--- config.mk ---
export PLATFORM = sky130hd
export DESIGN_NAME = olrb_ram
export DESIGN_NICKNAME = d
export VERILOG_FILES = /design/src/rtl/olrb_ram.sv
export SDC_FILE = /design/constraint.sdc
export NUM_CORES = 2
export LEC_CHECK = 0
export BUFFER_PORTS_ARGS = -buffer_cell sky130_fd_sc_hd__clkbuf_2
export CAP_MARGIN = 30
export CELL_PAD_IN_SITES_DETAIL_PLACEMENT = 1
export CELL_PAD_IN_SITES_GLOBAL_PLACEMENT = 1
export CORE_MARGIN = 2
export CORE_UTILIZATION = 30
export CTS_CLUSTER_SIZE = 20
export DETAILED_ROUTE_END_ITERATION = 8
export HOLD_SLACK_MARGIN = 0.15
export PLACE_DENSITY = 0.56
export SKIP_CTS_REPAIR_TIMING = 1
export SYNTH_ARGS = -nofsm -noshare
export SYNTH_HDL_FRONTEND = slang
export SYNTH_SLANG_ARGS = --single-unit
--- constraint.sdc ---
create_clock -name i_clk -period 3.61 [get_ports i_clk]
set_input_delay 0.722 -clock i_clk [delete_from_list [all_inputs] [get_ports i_clk]]
set_output_delay 0.722 -clock i_clk [all_outputs]
set_load 0.05 [all_outputs]
--- src/rtl/olrb_ram.sv ---
// olrb_ram: generic single-clock ram, one write port and one read port with registered read
// no dependencies
`default_nettype none

module olrb_ram #(
    parameter int WIDTH = 8,
    parameter int DEPTH = 256
) (
    input  wire logic                     i_clk,
    input  wire logic                     i_wen,
    input  wire logic [$clog2(DEPTH)-1:0] i_waddr,
    input  wire logic [WIDTH-1:0]         i_wdata,
    input  wire logic                     i_ren,
    input  wire logic [$clog2(DEPTH)-1:0] i_raddr,
    output logic      [WIDTH-1:0]         o_rdata
);

    logic [WIDTH-1:0] r_mem [DEPTH];

    always_ff @(posedge i_clk) begin
        if (i_wen) begin
            r_mem[i_waddr] <= i_wdata;
        end
        if (i_ren) begin
            o_rdata <= r_mem[i_raddr];
        end
    end

endmodule

`default_nettype wire

Yosys cells after proc, flatten, opt, wreduce, memory -nomap -nowiden
Memory sizes are Yosys's and may differ from the RTL's. A register that Yosys moved wholly into a read port is not among the register bits.
Index checks and enable logic that the tools add are counted.
- muxes and demuxes: 2
- operator list (cell ; number):
    2-to-1 mux 1 bit ; 2
- bits in registers: 0
- bits in writable memories: 2048
- bits of input ports: 27
- output and inout bits: 8
- memories: 1
- memories (name ; depth ; width ; read ports ; clocked after Yosys merged registers in ; wr ports ; RTL line ; text):
    r_mem ; 256 ; 8 ; 1 ; 1 ; 1 ; 18 ; logic [WIDTH-1:0] r_mem [DEPTH];

Logic depth before layout (Yosys ltp)
- depth in word-level cells: 2
- gate-level depth with buffers: 11
- gate-level depth less buffers: 6

Worst setup path after synthesis
No wires, ideal clock.
- path kind: input to register
- start point: input i_raddr[0]
- end point: register o_rdata[2] (read register of r_mem), data pin
- arrival: 2.529 ns
- setup slack: 0.812 ns
- stages: 9
- path buffers: 4
- path through: buf_6 buf_12 buf_8 buf_2 mux4_2 a22oi_1 a21oi_1 nor4_1 nor4_2
- RTL lines (item ; RTL line ; text):
    start: declaration ; 14 ; input wire logic [$clog2(DEPTH)-1:0] i_raddr,
    end: declaration ; 15 ; output logic [WIDTH-1:0] o_rdata

==> impl_metrics.ini <==
[route]
first_iter_violations = 3904
via_per_inst = 5.03
routedWlPerCell_um = 28.3
vias = 40200
drc_errors = 0
drt_pass1_iterations = 5
wirelength_um = 226000
ant_nets = 0

[power]
peakVddDrop_uv = 432
p_leak_nw = 29.7
power_mw = 50.5
power.density_nw_per_um2 = 535

[die]
core-area_sq_um = 265000
initial_utilization = 0.301
die_area_sq_um = 270000
fp.dieW_um = 519
ios = 35
dieHeight_um = 519
rows = 189

[cells_and_area]
final_cells = 7980
fin_nets = 4295
areaGrowthSynthToFinish_pct = 18.5
nFillCells = 25900
register_area_sq_um = 61700
drive_above_1_share = 0.300
multiInputGateArea_sq_um = 16500

[grt]
grt_usage = 0.167
grt_overflow = 0
grt_pass1_vias = 42300
grt_max_degree = 122
grt_pass1_wl_um = 325000
antenna_found_initial = 13

[setup_path]
required_ns = 4.16
cp.arrival_ns = 3.74
path_common_cell = buf_12
path_class = in -> reg
ff2ff_path_depth = 7
cp_cell_sequence = buf_8 -> buf_12 -> buf_12 -> mux4_2 -> a22o_1 -> a221oi_1 -> o32ai_1 -> nor3_1 -> nor4_1
cp-start-kind = primary input
crit_path_max_fanout = 23
endpoint_kind = flop
cp_slowest_stage_delay_ns = 0.77
critical-path-slowest-cell = nor3_1

[min_path]
hold_path_depth = 1
hold_path.class = in -> reg

[sta]
drv_slew = 0
tightest_slew_ns = 0.975
worst_hold_slack_ns = 0.275
max_slew_margin = 0.345
setup_viol = 0
rsz0062_at_grt = no
fin_skew_ns = 0.0309
fin_crit_ns = 3.19
finalCritPeriodShare = 0.883
final-hold-violation-count = 0
finalWorstSetupSlack_ns = 0.423
fmax_ghz = 0.314

[yosys]
yosys_warnings = 0
postSynthCellCount = 3733
synth-edff-count = 2056
synth_area_per_cell_sq_um = 21.3
yosysSeqAreaShare = 0.775
ys_types = 54
synth_nets = 3760
synth_flop_cell = edfxtp_1
ys_seq_elements = 2056
ys_async_sr_fraction = 0
synthesis.area_sq_um = 79600

[place]
dp_hpwl_um = 146000
numPortBuffers = 34
dp.cells = 7590
place.gp.congestion = 0.814
pre_cts_ws_ns = -0.495

[clock_tree]
cts_tree = built
clk_pin_slew_ns = 0.06
clock_sinks = 2056
cts-root-buf = clkbuf_16
insertion_delay_ns = 0.85
htreeDepth = 4
clock_path_buffers = 3
numCtsBuffers = 209

[outcome]
status = complete, no violations

[flow_run]
maxCapViolCount = 0
## critical path, delay by kind of cell
| kind | cells | cell delay, ns |
|---|---|---|
| mux | 1 | 0.55 |
| compound gates | 3 | 0.91 |
| simple gates | 2 | 0.91 |
| buf+inv | 3 | 0.57 |
## per-stage QoR
| step | util | TNS (ns) | cell area [sq um] |
|---|---|---|---|
| floorplan | - | 0 | 79600 |
| global placement | 0.331 | -2.36 | 87700 |
| detailed placement | 0.331 | -1.25 | 87700 |
| CTS | 0.357 | 0 | 94400 |
| global route | 0.357 | 0 | 94400 |
| finish | 0.357 | 0 | 94400 |
## flip-flops by register name (all words and copies together) (netlist names)
signal,cells
o_rdata,8
r_mem,2048
## cell type report
type                       count  share of cell area
multi-input combinational   1442               0.175
timing repair buffer         557              0.0526
clock buffer                 253              0.0583
sequential                  2056               0.654
inverter                       2           0.0000795
clock inverter               134              0.0127
antenna                        3           0.0000795
tap                         3533              0.0468
## logic make-up (layout without fill, tap and decap cells)
logic type,count (synthesis),in the layout,synth area share
compound gates,385,385,0.0342
buf+inv,235,946,0.0183
flops,2056,2056,0.775
mux,591,591,0.146
other cells,0,3,0
simple gates,466,466,0.0263
## cells in the mapped netlist (3+ instances only)
library cell  number  area, sq um
edfxtp_1        2056        61700
mux4_2           454        10200
nor2_1           282         1060
mux2i_1          134         1340
a22oi_1          133          998
clkbuf_1         111          417
a21oi_1           96          480
o221ai_1          46          403
nand3_1           34          170
nand2_1           33          124
buf_2             31          155
nor2b_1           31          194
o22ai_1           28          175
buf_4             27          203
nor4_1            24          150
buf_1             22         82.6
nor3_1            22          110
buf_6             21          236
a211oi_1          16          120
a221oi_1          13          114
buf_8             13          195
nand4_1           10         62.6
o211ai_1          10         75.1
o21ai_0           10         50.1
a22o_1             8         70.1
buf_12             8          160
nand2b_1           8         50.1
and2_1             6         37.5
o22a_1             5         43.8
o32ai_1            4         35.0
or2_2              4         25.0
nor4_2             3         37.5
## layout by cell type, fill, tap and decap left out, types with 28 or more instances in the layout
cell / n
nand2_1: 33
nand3_1: 28
nor2b_1: 28
clkbuf_1: 39
clkbuf_16: 214
edfxtp_1: 2056
o221ai_1: 46
a22oi_1: 133
buf_4: 463
clkinv_1: 58
clkinv_2: 44
mux4_2: 454
nor2_1: 279
mux2i_1: 134
o22ai_1: 28
a21oi_1: 96
buf_12: 61
## routing by layer
metal | share of wire | up-vias | global-route usage
li1 | - | 16800 | -
met1 | 0.44 | 22000 | 0.234
met2 | 0.49 | 1068 | 0.271
met3 | 0.049 | 290 | 0.0248
met4 | 0.024 | 2 | 0.0423
met5 | 0.000031 | - | 0
## power breakdown
group	internal, mW	switching [mW]
sequential	26.3	0.0401
combinational	0.989	1.72
clock	12.2	9.27
total	39.5	11.0
## worst paths after layout
check	start	end	slack, ns
min	i_wdata[5]	r_mem[37][5]	0.27
max	i_raddr[0]	o_rdata[3]	0.42
max reg2reg	r_mem[83][3]	o_rdata[3]	0.44
min reg2reg	r_mem[40][3]	o_rdata[3]	1.19
No activity file was read; power rests on OpenSTA's default activity.
