`src/rtl/olrb_pkg.sv`:
```
// olrb_pkg: shared constants, command codes and stage types of the overwriting log ring buffer
// no dependencies; used by olrb_ctrl and overwriting_log_ring_buffer_top
`default_nettype none

package olrb_pkg;

    localparam int RING_DEPTH = 16384;
    localparam int AW         = $clog2(RING_DEPTH);
    localparam int CW         = AW + 1;
    localparam int DATA_W     = 8;
    localparam int WIN_W      = 15;
    localparam int OFS_W      = 14;
    localparam int DROP_W     = 32;
    localparam int MW         = (CW > WIN_W) ? CW : WIN_W;
    localparam int IN_TDATA_W = 40;
    localparam int OUT_TDATA_W = 72;

    typedef enum logic [1:0] {
        CMD_APPEND = 2'd0,
        CMD_READ   = 2'd1,
        CMD_CLEAR  = 2'd2
    } t_cmd;

    typedef struct packed {
        logic              read_valid;
        logic [WIN_W-1:0]  window_length;
        logic [WIN_W-1:0]  used_count;
        logic [DROP_W-1:0] dropped_count;
    } t_meta;

    typedef struct packed {
        logic [DATA_W-1:0] read_byte;
        t_meta             meta;
    } t_res;

endpackage

`default_nettype wire

```
`src/rtl/olrb_ctrl.sv`:
```
// olrb_ctrl: head, held count and dropped counter, ram address generation and result pipeline
// depends on olrb_pkg; drives the ports of olrb_ram
`default_nettype none

module olrb_ctrl (
    input  wire logic                         i_clk,
    input  wire logic                         i_rst_n,
    input  wire logic                         i_valid,
    output logic                              o_ready,
    input  wire logic [1:0]                   i_cmd,
    input  wire logic [olrb_pkg::DATA_W-1:0]  i_data_byte,
    input  wire logic [olrb_pkg::WIN_W-1:0]   i_window,
    input  wire logic [olrb_pkg::OFS_W-1:0]   i_offset,
    output logic                              o_wen,
    output logic      [olrb_pkg::AW-1:0]      o_waddr,
    output logic      [olrb_pkg::DATA_W-1:0]  o_wdata,
    output logic                              o_ren,
    output logic      [olrb_pkg::AW-1:0]      o_raddr,
    input  wire logic [olrb_pkg::DATA_W-1:0]  i_rdata,
    output logic                              o_res_valid,
    input  wire logic                         i_res_ready,
    output olrb_pkg::t_res                    o_res
);

    logic [olrb_pkg::AW-1:0]     r_wp, n_wp;
    logic [olrb_pkg::CW-1:0]     r_held, n_held;
    logic [olrb_pkg::DROP_W-1:0] r_drop, n_drop;
    logic                        r_s1_valid;
    olrb_pkg::t_meta             r_s1, n_s1;
    logic                        r_out_valid;
    olrb_pkg::t_res              r_out;

    logic                        in_fire;
    logic                        s1_adv;
    logic [olrb_pkg::MW-1:0]     win_ext;
    logic [olrb_pkg::MW-1:0]     held_ext;
    logic [olrb_pkg::MW-1:0]     wlen_ext;
    logic [olrb_pkg::WIN_W-1:0]  wlen;
    logic                        hit;

    assign s1_adv  = r_s1_valid & (~r_out_valid | i_res_ready);
    assign o_ready = ~r_s1_valid | s1_adv;
    assign in_fire = i_valid & o_ready;

    assign win_ext  = olrb_pkg::MW'(i_window);
    assign held_ext = olrb_pkg::MW'(r_held);
    assign wlen_ext = (win_ext < held_ext) ? win_ext : held_ext;
    assign wlen     = olrb_pkg::WIN_W'(wlen_ext);
    assign hit      = olrb_pkg::MW'(i_offset) < wlen_ext;

    assign o_wdata = i_data_byte;
    assign o_waddr = r_wp;
    assign o_raddr = olrb_pkg::AW'(r_wp + olrb_pkg::AW'(i_offset) - olrb_pkg::AW'(wlen_ext));

    always_comb begin
        n_wp   = r_wp;
        n_held = r_held;
        n_drop = r_drop;
        o_wen  = 1'b0;
        o_ren  = 1'b0;
        n_s1.read_valid    = 1'b0;
        n_s1.window_length = '0;
        unique case (i_cmd)
            olrb_pkg::CMD_APPEND: begin
                o_wen = in_fire;
                n_wp  = olrb_pkg::AW'(r_wp + 1'b1);
                if (r_held >= olrb_pkg::CW'(olrb_pkg::RING_DEPTH)) begin
                    n_drop = r_drop + 1'b1;
                end else begin
                    n_held = r_held + 1'b1;
                end
            end
            olrb_pkg::CMD_READ: begin
                n_s1.window_length = wlen;
                n_s1.read_valid    = hit;
                o_ren              = in_fire & hit;
            end
            olrb_pkg::CMD_CLEAR: begin
                n_wp   = '0;
                n_held = '0;
                n_drop = '0;
            end
            default: begin
            end
        endcase
        n_s1.used_count    = olrb_pkg::WIN_W'(n_held);
        n_s1.dropped_count = n_drop;
    end

    always_ff @(posedge i_clk) begin
        if (!i_rst_n) begin
            r_wp        <= '0;
            r_held      <= '0;
            r_drop      <= '0;
            r_s1_valid  <= 1'b0;
            r_out_valid <= 1'b0;
        end else begin
            if (in_fire) begin
                r_wp   <= n_wp;
                r_held <= n_held;
                r_drop <= n_drop;
            end
            if (in_fire) begin
                r_s1_valid <= 1'b1;
            end else if (s1_adv) begin
                r_s1_valid <= 1'b0;
            end
            if (s1_adv) begin
                r_out_valid <= 1'b1;
            end else if (i_res_ready) begin
                r_out_valid <= 1'b0;
            end
        end
    end

    always_ff @(posedge i_clk) begin
        if (in_fire) begin
            r_s1 <= n_s1;
        end
        if (s1_adv) begin
            r_out.meta      <= r_s1;
            r_out.read_byte <= r_s1.read_valid ? i_rdata : '0;
        end
    end

    assign o_res_valid = r_out_valid;
    assign o_res       = r_out;

endmodule

`default_nettype wire

```
`config.mk`:
```
export PLATFORM = sky130hd
export DESIGN_NAME = olrb_ctrl
export DESIGN_NICKNAME = d
export VERILOG_FILES = /design/src/rtl/olrb_pkg.sv /design/src/rtl/olrb_ctrl.sv
export SDC_FILE = /design/constraint.sdc
export NUM_CORES = 1
export LEC_CHECK = 0
export ABC_AREA = 1
export BUFFER_PORTS_ARGS = -buffer_cell sky130_fd_sc_hd__buf_2
export CAP_MARGIN = 20
export CORE_MARGIN = 2
export CORE_UTILIZATION = 42
export DETAILED_ROUTE_END_ITERATION = 10
export GPL_ROUTABILITY_DRIVEN = 0
export PLACE_DENSITY = 0.6
export SLEW_MARGIN = 20
export SYNTH_ARGS = -nofsm -noshare
export SYNTH_HDL_FRONTEND = slang
export SYNTH_SLANG_ARGS = --single-unit
```
`constraint.sdc`:
```
create_clock -name i_clk -period 13.8 [get_ports i_clk]
set_clock_uncertainty 0.1 [all_clocks]
set_input_delay 0.69 -clock i_clk [delete_from_list [all_inputs] [get_ports i_clk]]
set_output_delay 0.69 -clock i_clk [all_outputs]
set_load 0.005 [all_outputs]
```
After elaboration in Yosys (flattened, before gate mapping) --
Cells that the tools add are included.
Cells by class: bitwise gates (word level) 7, magnitude comparators 3, multiplexer cells 12, equal/unequal tests 2, reduce and logical (&&, ||, !) cells 5, multipliers 0, shifts and indexed selects 0, divide/modulo/power cells 0, add/sub/neg operators 5
Operators with widths (number):
- $pmux W32 S2 | 1
- $add A32 B1 Y32 const B | 1
- $mux W32 | 1
- $mux W15 | 2
- $pmux W15 S2 | 1
- $pmux W14 S2 | 1
- $add A15 B1 Y15 const B | 1
- $ge A15 B15 Y1 const B | 1
- $lt A14 B15 Y1 | 1
- $lt A15 B15 Y1 | 1
- $add A14 B1 Y14 const B | 1
- $add A14 B14 Y14 | 1
- $sub A14 B14 Y14 | 1
- $mux W1 | 6
- $reduce_bool A2 Y1 | 3
- $and A1 B1 Y1 | 3
- $eq A2 B1 Y1 const B | 1
- $eq A2 B2 Y1 const B | 1
- $logic_not A2 Y1 | 1
- $not A1 Y1 | 2
- $or A1 B1 Y1 | 2
- $reduce_and A2 Y1 | 1
Storage, ports and cells: bits of input ports 51, ROM bits 0, latch bits 0, logic and storage cells 48, memories 0, output and inout bits 111, flip-flop bits (word level) 197, bits in writable memories 0

Depth between registers and ports, before layout --
Gate-level depths: netlist of run 1.
depth in word-level cells 7, mapped depth 25, gate-level depth less buffers 24

Worst setup path before layout of run 1 --
Ideal clock, no wire load.
kind input to register, start input port i_res_ready, end register r_out (netlist bit o_res[0]), enable pin, stages on the path 2, path buffers 0, slack 9001 ps, setup time 523 ps, arrival time 4176 ps, data required time 13177 ps, path through inv_1 > a21oi_1
On the way: word-level cells in the longest chain between the ends 2
Ends and longest elaborated chain:
- from (decl) | RTL line olrb_ctrl.sv:21 | input wire logic i_res_ready,
- $or A1 B1 Y1 | RTL line olrb_ctrl.sv:41 | assign s1_adv = r_s1_valid & (~r_out_valid | i_res_ready);
- $and A1 B1 Y1 | RTL line olrb_ctrl.sv:41
- net s1_adv | RTL line olrb_ctrl.sv:34 | logic s1_adv;
- to (decl) | RTL line olrb_ctrl.sv:31 | olrb_pkg::t_res r_out;
The timed path passes the listed nets, and every way through them passes these cells. A chain may end at the register's enable or synchronous reset.

Worst setup path after layout of run 1 --
start register r_held (netlist bit held_ext[14]), end output port o_raddr[11] in the netlist's numbering
On the way: word-level cells in the longest chain between the ends 3
Ends and longest elaborated chain:
- from (decl) | RTL line olrb_ctrl.sv:26 | logic [olrb_pkg::CW-1:0] r_held, n_held;
- from (signal assigned) | RTL line olrb_ctrl.sv:100 | r_held <= n_held;
- $lt A15 B15 Y1 | RTL line olrb_ctrl.sv:47 | assign wlen_ext = (win_ext < held_ext) ? win_ext : held_ext;
- $mux W15 | RTL line olrb_ctrl.sv:47
- net wlen, one bit | RTL line olrb_ctrl.sv:38 | logic [olrb_pkg::WIN_W-1:0] wlen;
- $sub A14 B14 Y14 | RTL line olrb_ctrl.sv:53 | assign o_raddr = olrb_pkg::AW'(r_wp + olrb_pkg::AW'(i_offset) - olrb_pkg::AW'(wlen_ext));
- to (decl) | RTL line olrb_ctrl.sv:18 | output logic [olrb_pkg::AW-1:0] o_raddr,
The timed path passes the listed nets, and every way through them passes these cells.

==> flow_summary.yaml, run 1 <==
drt:
  wl_met3_mm: 1.31
  drt_iter0_drc: 452
  firstDrtPassIters: 5
  met1_length_mm: 11.0
  topRoutingLayerUsed: "met4"
  drc: 0
  viasPerCell: 4.99
  vias: 7692
  wl_met2_mm: 10.2
  avgRoutedWirePerCell_um: 14.9
  ant_nets: 0
  wirelength_mm: 22.9
floorplan:
  dieArea_mm2: 0.0250
  initial_core_util: 0.425
  ios: 162
  placeableCoreArea_mm2: 0.0234
  chipWidth_um: 158
  rows: 56
  die_h_um: 158
clocking:
  clockRootBuffer: "clkbuf_16"
  cts_setup_buffers: 0
  clkSlewWorstSetupHoldPaths_ns: 0.08
  htree_num_levels: 4
  numCtsBuffers: 17
  cts_resized: 0
  clk_latency_ns: 0.44
  cts.sinks: 197
  hold_buffers: 0
  cts_max_path_buffers: 2
  cts_tree: "yes"
timing:
  max_slew.worst_pin.slew_ns: 0.958
  grt_setup_unrepaired: "no"
  whs_ns: 0.318
  fin_crit_sh: 0.438
  setup_viol: 0
  setup_tns_ns: 0
  hold_viol: 0
  slew_headroom: 0.362
  fmax_ghz: 0.165
  fin_ws_ns: 7.76
  drv_slew: 0
  period_minus_slack_ns: 6.04
synthesis:
  syn_avg_cell_area_um2: 9.27
  yosysSeqAreaShare: 0.531
  syn_inst: 1074
  ys.warnings.count: 0
  syn_area_mm2: 0.00996
  synth_nets: 1182
  synth-seq-cells: 197
  ys_types: 50
hold_path:
  min_to: "o_res[28]"
  hp-start: "r_s1[28]"
  min-delay-path-class: "flip-flop to flip-flop"
  min_path_cells: 0
setup_path:
  worstPathCellList: "inv_1 > ha_1 > nand2_1 > inv_1 > nand2_1 > nand2_1 > a21oi_1 > nand2_2 > o21ai_0 > inv_1 > fa_1 > inv_1 > ha_1 > nand3_1 > nand2_1 > inv_1 > o21a_1 > o21ai_1 > a21boi_0 > o21ai_1 > xor2_1 > buf_2"
  end_kind: "primary output"
  cp_max_fo: 28
  regToRegEndpoint: "r_s1[62]"
  r2r_start: "held_ext[14]"
  worstRegToRegCells: 17
  worst_path_most_repeated_cell: "inv_1"
  critPathKind: "flip-flop to primary output"
  worst_setup_path_start_kind: "flip-flop"
  cp_slowest_cell: "fa_1"
  reg2reg_setup_slack_ns: 9.80
  cpPeakStageDelay_ns: 0.56
  cp_data_arrival_time_ns: 5.25
  cp.required_ns: 13.01
cells_and_area:
  syn_to_final_growth_pct: 16.6
  stdcell_area_mm2: 0.0116
  fillers: 2272
  final_layout_size_suffix_gt1_frac: 0.183
  multiInputGateArea_mm2: 0.00385
  layout.area.seq_mm2: 0.00529
  finalNonFillerCells: 1542
  fin_nets: 1316
flow_run:
  cap_violations: 0
pwr:
  ir_drop_mv: 0.0734
  power.switching_mw: 0.420
  power_density_mw_per_mm2: 123
  seq_power_share: 0.474
  swShare: 0.294
  intPower_mw: 1.01
  clkPwrFrac: 0.353
  combPwrFrac: 0.173
  p_leak_nw: 4.93
grt:
  grt_overflow: 0
  antenna_found_initial: 2
  grt_pass1_vias: 7024
  grtUsageTotal: 0.188
  grt_max_degree: 72
  grt_pass1_wl_mm: 36.2
placement:
  place_area_mm2: 0.0110
  io_buffers: 145
  dp_hpwl_mm: 16.5
  pre_cts_ws_ns: 8.21
  place_inst: 1508
outcome:
  status: "finished clean"
==> cells in the mapped netlist (all sizes together) <==
cell     number  share of area
xnor2         7         0.0062
edfxtp      134           0.40
o2111ai       1        0.00088
a21boi        1        0.00075
a21oi        87          0.044
buf          14         0.0093
dfxtp        63           0.13
or2           2         0.0013
a221oi        3         0.0026
o221ai        2         0.0018
a22oi         1        0.00075
clkbuf       22         0.0083
xor2          8         0.0070
o21bai        1        0.00075
and3          1        0.00063
o31ai         2         0.0015
nor4b         1         0.0024
a31oi         2         0.0013
a31o          1        0.00088
nand2       194          0.075
nand3        46          0.024
nor3         21          0.012
o21ai        71          0.036
a21o          3         0.0023
and2          2         0.0013
inv         173          0.065
nand3b        4         0.0030
nor2        105          0.046
o211ai        2         0.0015
clkinv        1        0.00050
a211oi       14          0.011
o211a         1         0.0010
o21a          2         0.0015
nand4        17          0.011
fa           12          0.024
nor4          8         0.0084
ha           45          0.057
==> layer usage <==
layer  track usage  up-vias
met5             0        -
met4        0.0759        0
met3        0.0334       31
met2         0.286      223
met1         0.266     3577
li1              -     3861
==> through the flow <==
| step | total power [mW] | utilization |
|---|---|---|
| after floorplan | 0.852 | - |
| after global placement | 0.934 | 0.468 |
| after detailed placement | 0.938 | 0.469 |
| after CTS | 1.44 | 0.496 |
| after global routing | 1.50 | 0.496 |
| final | 1.43 | 0.496 |
==> logic make-up after synthesis <==
logic type / count (synthesis) / synth area share
AND/OR/NAND/NOR: 401 / 0.184
flip-flops: 197 / 0.531
adder cells (fa/ha/maj): 57 / 0.0807
AO/OA/AOI/OAI: 194 / 0.108
XOR/XNOR: 15 / 0.0132
buffers and inverters: 210 / 0.0833
==> cell usage in the layout (no fill, tap or decap), types with 3 or more instances in the layout <==
master,instances
xnor2_1,7
nor2_1,90
nor2_4,6
nand3b_1,4
edfxtp_1,134
a211oi_1,13
o21ai_1,3
nor3_1,19
inv_8,5
nor4_1,4
inv_6,3
nand3_1,45
dfxtp_1,63
a21o_1,3
buf_2,145
buf_4,5
o21ai_0,68
ha_1,45
a221oi_1,3
inv_1,166
nand2_1,190
nor4_2,3
nor2_2,9
xor2_1,8
clkinv_8,6
inv_2,6
fa_1,12
clkbuf_16,17
nand2_2,3
nand4_1,17
a21oi_1,85
==> power groups by stage <==
stage | sequential (mW) | clock (mW) | combinational [mW]
floorplan | 0.689 | 0 | 0.162
global placement | 0.690 | 0 | 0.244
detailed placement | 0.691 | 0 | 0.247
CTS | 0.677 | 0.516 | 0.249
global route | 0.681 | 0.537 | 0.282
finish | 0.677 | 0.505 | 0.247
==> worst max path at each step <==
stage            startpoint     endpoint  slack (ns)  cells after the start
2_1_floorplan   i_res_ready     o_res[0]        9.00                      2
3_3_place_gp   i_window[14]  o_raddr[11]        8.31                     22
3_5_place_dp   i_window[14]  o_raddr[11]        8.21                     22
4_1_cts        held_ext[14]  o_raddr[11]        7.75                     22
5_1_grt        held_ext[14]  o_raddr[11]        7.23                     22
6_report       held_ext[14]  o_raddr[11]        7.76                     22
==> cell type report <==
type,count,area share
Inverter,174,0.0565
Clock buffer,17,0.0367
Multi-Input combinational cell,667,0.332
Sequential cell,197,0.455
Antenna cell,2,0.000431
Tap cell,319,0.0344
Timing Repair Buffer,151,0.0681
Clock inverter,15,0.0163
==> critical path, delay by kind of cell (launching register included) <==
family | cells | cell delay, ns
xor gates and xnor gates | 1 | 0.15
and+or+nand+nor | 6 | 0.75
buffers and inverters | 6 | 0.60
DFF | 1 | 0.53
adders and majority gates | 3 | 1.17
AOI/OAI and AO/OA | 6 | 1.61
==> sequential cells by signal (all words and copies together) (netlist names) <==
name         flops
held_ext        15
o_res           71
o_res_valid      1
o_waddr         14
r_drop          32
r_s1            63
r_s1_valid       1
No activity file was read; power rests on OpenSTA's default activity.
==> run 2, diff against run 1 <==
--- a/config.mk
+++ b/config.mk
@@ -5,7 +5,7 @@
 export SDC_FILE = /design/constraint.sdc
 export NUM_CORES = 1
 export LEC_CHECK = 0
-export ABC_AREA = 1
+export ABC_AREA = 0
 export BUFFER_PORTS_ARGS = -buffer_cell sky130_fd_sc_hd__buf_2
 export CAP_MARGIN = 20
 export CORE_MARGIN = 2
==> constraint.sdc (replaced) <==
create_clock -name i_clk -period 6 [get_ports i_clk]
set_clock_uncertainty 0.1 [all_clocks]
set_input_delay 0.3 -clock i_clk [delete_from_list [all_inputs] [get_ports i_clk]]
set_output_delay 0.3 -clock i_clk [all_outputs]
set_load 0.005 [all_outputs]
==> run 2 against run 1 <==
Against the previous run:
- clock power increased by 130%
- worst setup slack got worse by 7.4 ns
- largest power group unchanged
- register-to-register slack got worse by 8.3 ns
- synthesized area decreased by 1.5%
- global-route usage decreased by 0.94 points
- largest cell class unchanged
- worst hold slack got worse by 0.28 ns
==> flow_summary.yaml, run 2 <==
outcome:
  status: "finished clean"
placement:
  place_area_mm2: 0.0108
  dp_hpwl_mm: 15.3
  io_buffers: 145
  pre_cts_ws_ns: 0.879
setup_path:
  reg2reg_setup_slack_ns: 1.55
  end_kind: "primary output"
  worst_setup_path_start_kind: "flip-flop"
  cp.required_ns: 5.60
  cp_data_arrival_time_ns: 5.21
  critPathKind: "flip-flop to primary output"
  cp_max_fo: 7
drt:
  ant_nets: 0
  drt_iter0_drc: 413
  firstDrtPassIters: 4
  viasPerCell: 5.00
  avgRoutedWirePerCell_um: 15.8
  vias: 6896
  drc: 0
  wirelength_mm: 21.7
floorplan:
  placeableCoreArea_mm2: 0.0228
  chipWidth_um: 157
  rows: 55
  dieArea_mm2: 0.0246
  initial_core_util: 0.430
  ios: 162
  die_h_um: 157
clocking:
  cts_setup_buffers: 0
  cts_tree: "yes"
  numCtsBuffers: 17
  htree_num_levels: 4
  cts_max_path_buffers: 2
  clk_latency_ns: 0.44
  clockRootBuffer: "clkbuf_16"
  cts.sinks: 197
  clkSlewWorstSetupHoldPaths_ns: 0.07
synthesis:
  synth_nets: 1029
  synth_edf_count: 134
  syn_area_mm2: 0.00980
  synth-seq-cells: 197
  async_flop_share: 0
  synth-main-ff-cell: "edfxtp_1"
  synthTopCellsByArea: "edfxtp_1 41%, dfxtp_1 13%, ha_1 5.7%, nand2_1 4.1%, nor2_1 3.4%"
  syn_avg_cell_area_um2: 10.6
  yosysTopAreaCellShare: 0.411
  syn_inst: 921
  ys_types: 62
  yosysSeqAreaShare: 0.539
  synth_top_cell_by_area: "edfxtp_1"
  post-synth-top-count-cell: "edfxtp_1"
  yosys-top-cells-count: "134 x edfxtp_1, 107 x nand2_1, 88 x nor2_1, 74 x inv_1, 63 x dfxtp_1"
  ys.warnings.count: 0
grt:
  grtUsageTotal: 0.179
  antenna_found_initial: 4
  grt_max_degree: 72
  grt_pass1_vias: 6440
  grt_pass1_wl_mm: 33.9
  grt_overflow: 0
cells_and_area:
  multiInputGateArea_mm2: 0.00406
  stdcell_area_mm2: 0.0114
  fin_nets: 1161
  layout_commonest_cell: "buf_2"
  layout_common_cells: "145 x buf_2, 134 x edfxtp_1, 107 x nand2_1, 88 x nor2_1, 73 x inv_1"
  fillers: 2118
  final_layout_size_suffix_gt1_frac: 0.188
  syn_to_final_growth_pct: 16.5
  largest_reg_flops: 71
  layout.area.seq_mm2: 0.00529
timing:
  drv_slew: 0
  period_minus_slack_ns: 5.61
  fin_crit_sh: 0.935
  setup_viol: 0
  whs_ns: 0.0374
  setup_tns_ns: 0
  slew_headroom: 0.378
  fmax_ghz: 0.178
  max_slew.worst_pin.slew_ns: 0.934
  fin_ws_ns: 0.388
  grt_setup_unrepaired: "no"
  hold_viol: 0
pwr:
  power_density_mw_per_mm2: 266
  ir_drop_mv: 0.167
  p_leak_nw: 4.60
hold_path:
  min-delay-path-class: "primary input to flip-flop"
flow_run:
  cap_violations: 0
==> run 2: cell types whose count changed in the layout (fill, tap and decap cells not counted), moves of 13 or more <==
cell      delta
inv_1       -93
nand2_1     -83
a21oi_1     -55
o21ai_0     -35
a21boi_0    +30
xnor2_1     +26
nand3_1     -23
and2_1      +18
nor2b_1     +15
xor2_1      +15
mux2i_1     +13
==> run 2: final cells by class <==
cell class                      instances  share of cell area
Clock inverter                         14              0.0146
Sequential cell                       197               0.463
Clock buffer                           18              0.0385
Timing Repair Buffer                  153              0.0690
Inverter                               75              0.0248
Antenna cell                            1            0.000219
Tap cell                              313              0.0343
Multi-Input combinational cell        609               0.356
==> run 2: worst max-delay path: stages, from the launching register on <==
cell      delay (ns)
dfxtp_1         0.41
inv_1           0.10
ha_1            0.29
a21o_1          0.15
a31oi_1         0.17
o211ai_1        0.13
a21oi_1         0.30
nand2_1         0.33
mux2i_2         0.35
inv_1           0.09
fa_1            0.54
inv_1           0.06
ha_1            0.28
a21o_1          0.17
a21oi_1         0.24
o21ai_0         0.17
a31o_2          0.24
o211ai_1        0.25
o21bai_1        0.09
a21oi_1         0.17
xnor2_1         0.13
buf_2           0.13
==> run 2: kinds of logic (layout without fill, tap and decap cells) <==
family | after synthesis | after routing | share of synthesized area
compound gates | 151 | 151 | 0.100
xor+xnor | 56 | 56 | 0.0500
fa+ha+maj | 57 | 57 | 0.0820
buf+inv | 115 | 260 | 0.0483
flops | 197 | 197 | 0.539
mux | 16 | 16 | 0.0166
other cells | 0 | 1 | 0
simple gates | 329 | 329 | 0.164
==> run 2: worst paths after layout <==
check,endpoint,from,cells past startpoint
worst max-delay path,o_raddr[13],held_ext[2],21
worst min-delay path,o_res[69],i_rdata[6],2
worst max register to register,r_s1[62],held_ext[2],18
worst min register to register,o_res[25],r_s1[25],0
==> run 2: through the flow <==
stage | cells | power (mW) | utilization
after global placement | 1346 | 1.89 | 0.474
after global routing | 1380 | 3.17 | 0.501
final | 1380 | 3.03 | 0.501
after floorplan | 921 | 1.76 | -
after CTS | 1379 | 3.06 | 0.501
after detailed placement | 1346 | 1.89 | 0.474
==> run 2: metal layers <==
| layer | track usage | share of wire | wire length (um) | vias to the layer above |
|---|---|---|---|---|
| li1 | - | - | - | 3455 |
| met1 | 0.247 | 0.48 | 10500 | 3221 |
| met2 | 0.271 | 0.44 | 9610 | 180 |
| met3 | 0.0440 | 0.054 | 1180 | 36 |
| met4 | 0.0673 | 0.022 | 469 | 4 |
| met5 | 0 | 0.0010 | 22 | - |
==> run 2: power breakdown <==
| part | total (mW) | internal, mW | switching [mW] |
|---|---|---|---|
| registers | 1.51 | 1.50 | 0.0132 |
| logic | 0.352 | 0.147 | 0.205 |
| clock network | 1.17 | 0.638 | 0.535 |
| total | 3.03 | 2.28 | 0.753 |
==> run 2: repair_timing <==
action                                  CTS  global route
endpoints found under the setup margin    0             1
gates resized for setup                   0             1
hold buffers                              1             0
hold endpoints to repair                  1             0
==> run 3, diff against run 2 <==
--- a/config.mk
+++ b/config.mk
@@ -5,7 +5,7 @@
 export SDC_FILE = /design/constraint.sdc
 export NUM_CORES = 1
 export LEC_CHECK = 0
-export ABC_AREA = 0
+export ABC_AREA = 1
 export BUFFER_PORTS_ARGS = -buffer_cell sky130_fd_sc_hd__buf_2
 export CAP_MARGIN = 20
 export CORE_MARGIN = 2
==> run 3 against run 2 <==
Against the previous run:
- highest routed layer is now met4
- design area is 2.1% higher
- core utilization is 0.32 points lower
- global-route usage is 0.78 points higher
- power is 8.6% higher
- non-clock buffer count is 6 higher
- critical endpoint is now o_raddr[11]
- count of clock-buffer cells in the layout is 1 lower
- first-iteration DRC count is 22% higher
- sequential share of layout area is 0.94 points lower
- worst hold slack worse by 0.023 ns
- maximum frequency is 4.0% higher
- largest cell class unchanged
- wire length is 3.1% higher
==> flow_summary.yaml, run 3 (synthesis gave the netlist of run 1 again) <==
setup_path:
  cp.required_ns: 5.60
  cp_slowest_cell: "fa_1"
  worstPathCellList: "inv_1 > ha_1 > nand2_1 > inv_1 > nand2_1 > nand2_1 > a21oi_1 > nand2_2 > o21ai_1 > inv_1 > fa_1 > inv_1 > ha_1 > nand3_1 > nand2_1 > inv_1 > o21a_1 > o21ai_1 > a21boi_0 > o21ai_1 > xor2_1 > buf_2"
  cp_top_family: "compound AO/OA/AOI/OAI gates"
  cpPeakStageDelay_ns: 0.55
  cp_num_buf_inv: 6
  cp_data_arrival_time_ns: 4.99
  worst_setup_path_start_kind: "flip-flop"
  worst_path_most_repeated_cell: "inv_1"
  cp_max_fo: 28
  end_kind: "primary output"
  critPathKind: "flip-flop to primary output"
grt:
  antenna_found_initial: 1
  grt_pass1_wl_mm: 35.7
  grt_overflow: 0
  grt_pass1_vias: 6915
  grt_max_degree: 72
  grtUsageTotal: 0.186
timing:
  setup_tns_ns: 0
  max_slew.worst_pin.slew_ns: 0.930
  hold_viol: 0
  setup_viol: 0
  slew_headroom: 0.380
  period_minus_slack_ns: 5.39
  drv_slew: 0
  fin_crit_sh: 0.899
  fmax_ghz: 0.185
  grt_setup_unrepaired: "no"
clocking:
  cts_tree: "yes"
  htree_num_levels: 4
  cts_setup_buffers: 0
  clockRootBuffer: "clkbuf_16"
  cts.sinks: 197
  cts_max_path_buffers: 2
  clk_latency_ns: 0.44
  numCtsBuffers: 17
  clkSlewWorstSetupHoldPaths_ns: 0.08
pwr:
  power.switching_mw: 0.935
  seq_power_share: 0.473
  intPower_mw: 2.36
  clkPwrFrac: 0.353
  power_density_mw_per_mm2: 283
  p_leak_nw: 4.96
  combPwrFrac: 0.174
  swShare: 0.284
  ir_drop_mv: 0.166
  total_power_mw: 3.29
floorplan:
  dieArea_mm2: 0.0250
  placeableCoreArea_mm2: 0.0234
  initial_core_util: 0.425
  rows: 56
  die_h_um: 158
  chipWidth_um: 158
  ios: 162
placement:
  io_buffers: 145
  dp_hpwl_mm: 16.5
drt:
  wirelength_mm: 22.4
  drt_iter0_drc: 503
  viasPerCell: 4.86
  avgRoutedWirePerCell_um: 14.5
  firstDrtPassIters: 5
  vias: 7531
  drc: 0
  ant_nets: 0
cells_and_area:
  final_layout_size_suffix_gt1_frac: 0.186
  largest_reg_flops: 71
  syn_to_final_growth_pct: 17.1
  layout_commonest_cell: "nand2_1"
  fin_nets: 1324
  layout_common_cells: "190 x nand2_1, 166 x inv_1, 145 x buf_2, 134 x edfxtp_1, 91 x nor2_1"
flow_run:
  cap_violations: 0
hold_path:
  min-delay-path-class: "primary input to flip-flop"
outcome:
  status: "finished clean"
## run 3: worst reg2reg max path: stages (launching register included)
cell	delay, ns
dfxtp_1	0.54
inv_1	0.17
ha_1	0.32
nand2_1	0.09
inv_1	0.04
nand2_1	0.05
nand2_1	0.04
a21oi_1	0.33
nand2_2	0.36
o21ai_0	0.55
ha_1	0.35
nand2_1	0.09
nor2_1	0.05
a211oi_1	0.15
nand2_1	0.08
nand2_1	0.06
nand2_1	0.15
inv_1	0.09
## run 3: final timing paths
check	from	to	slack [ns]	cells after the start
worst max-delay path	held_ext[14]	o_raddr[11]	0.61	22
worst max register to register	held_ext[14]	r_s1[62]	2.27	17
worst min-delay path	i_rdata[4]	o_res[67]	0.01	3
worst min register to register	r_s1[58]	o_res[58]	0.32	0
## run 3: power by group through the flow
stage	Combinational [mW]	Clock, mW	Sequential, mW
2_1_floorplan	0.373	0	1.59
3_3_place_gp	0.570	0	1.59
3_5_place_dp	0.576	0	1.59
4_1_cts	0.581	1.19	1.56
5_1_grt	0.658	1.24	1.57
6_report	0.575	1.16	1.56
## run 3: metrics by stage
stage          hold WS [ns]   util  area (um2)  std cells  setup WS (ns)
2_1_floorplan         0.300      -        9960       1074           1.57
3_3_place_gp          0.303  0.470       11000       1513           1.10
3_5_place_dp          0.305  0.471       11000       1514          0.929
4_1_cts           0.0000171  0.498       11700       1548          0.407
5_1_grt              0.0105  0.498       11700       1549          0.139
6_report             0.0141  0.498       11700       1549          0.607
## run 3: timing repair
action | CTS | global route
hold buffers | 2 | 0
resized for setup | 0 | 1
endpoints found under the setup margin | 0 | 2
endpoints found under the hold margin | 2 | 0
## run 3: layout make-up
class / count / area [um2]
flip-flops and latches: 197 / 5290
multi-input cells: 667 / 3850
well taps: 319 / 399
inverters: 174 / 656
clock inverters: 15 / 178
diodes: 1 / 2.50
fillers: 2267 / 11700
repair buffers: 159 / 856
clock buffers: 17 / 425
## run 3: layer usage
layer  routed length [um]  up-vias  part of all wire  GRT usage
met5                    0        -                 0          0
met2                10100      165              0.45      0.284
li1                     -     3886                 -          -
met3                 1040       26             0.046     0.0413
met1                11000     3454              0.49      0.265
met4                  359        0             0.016     0.0592
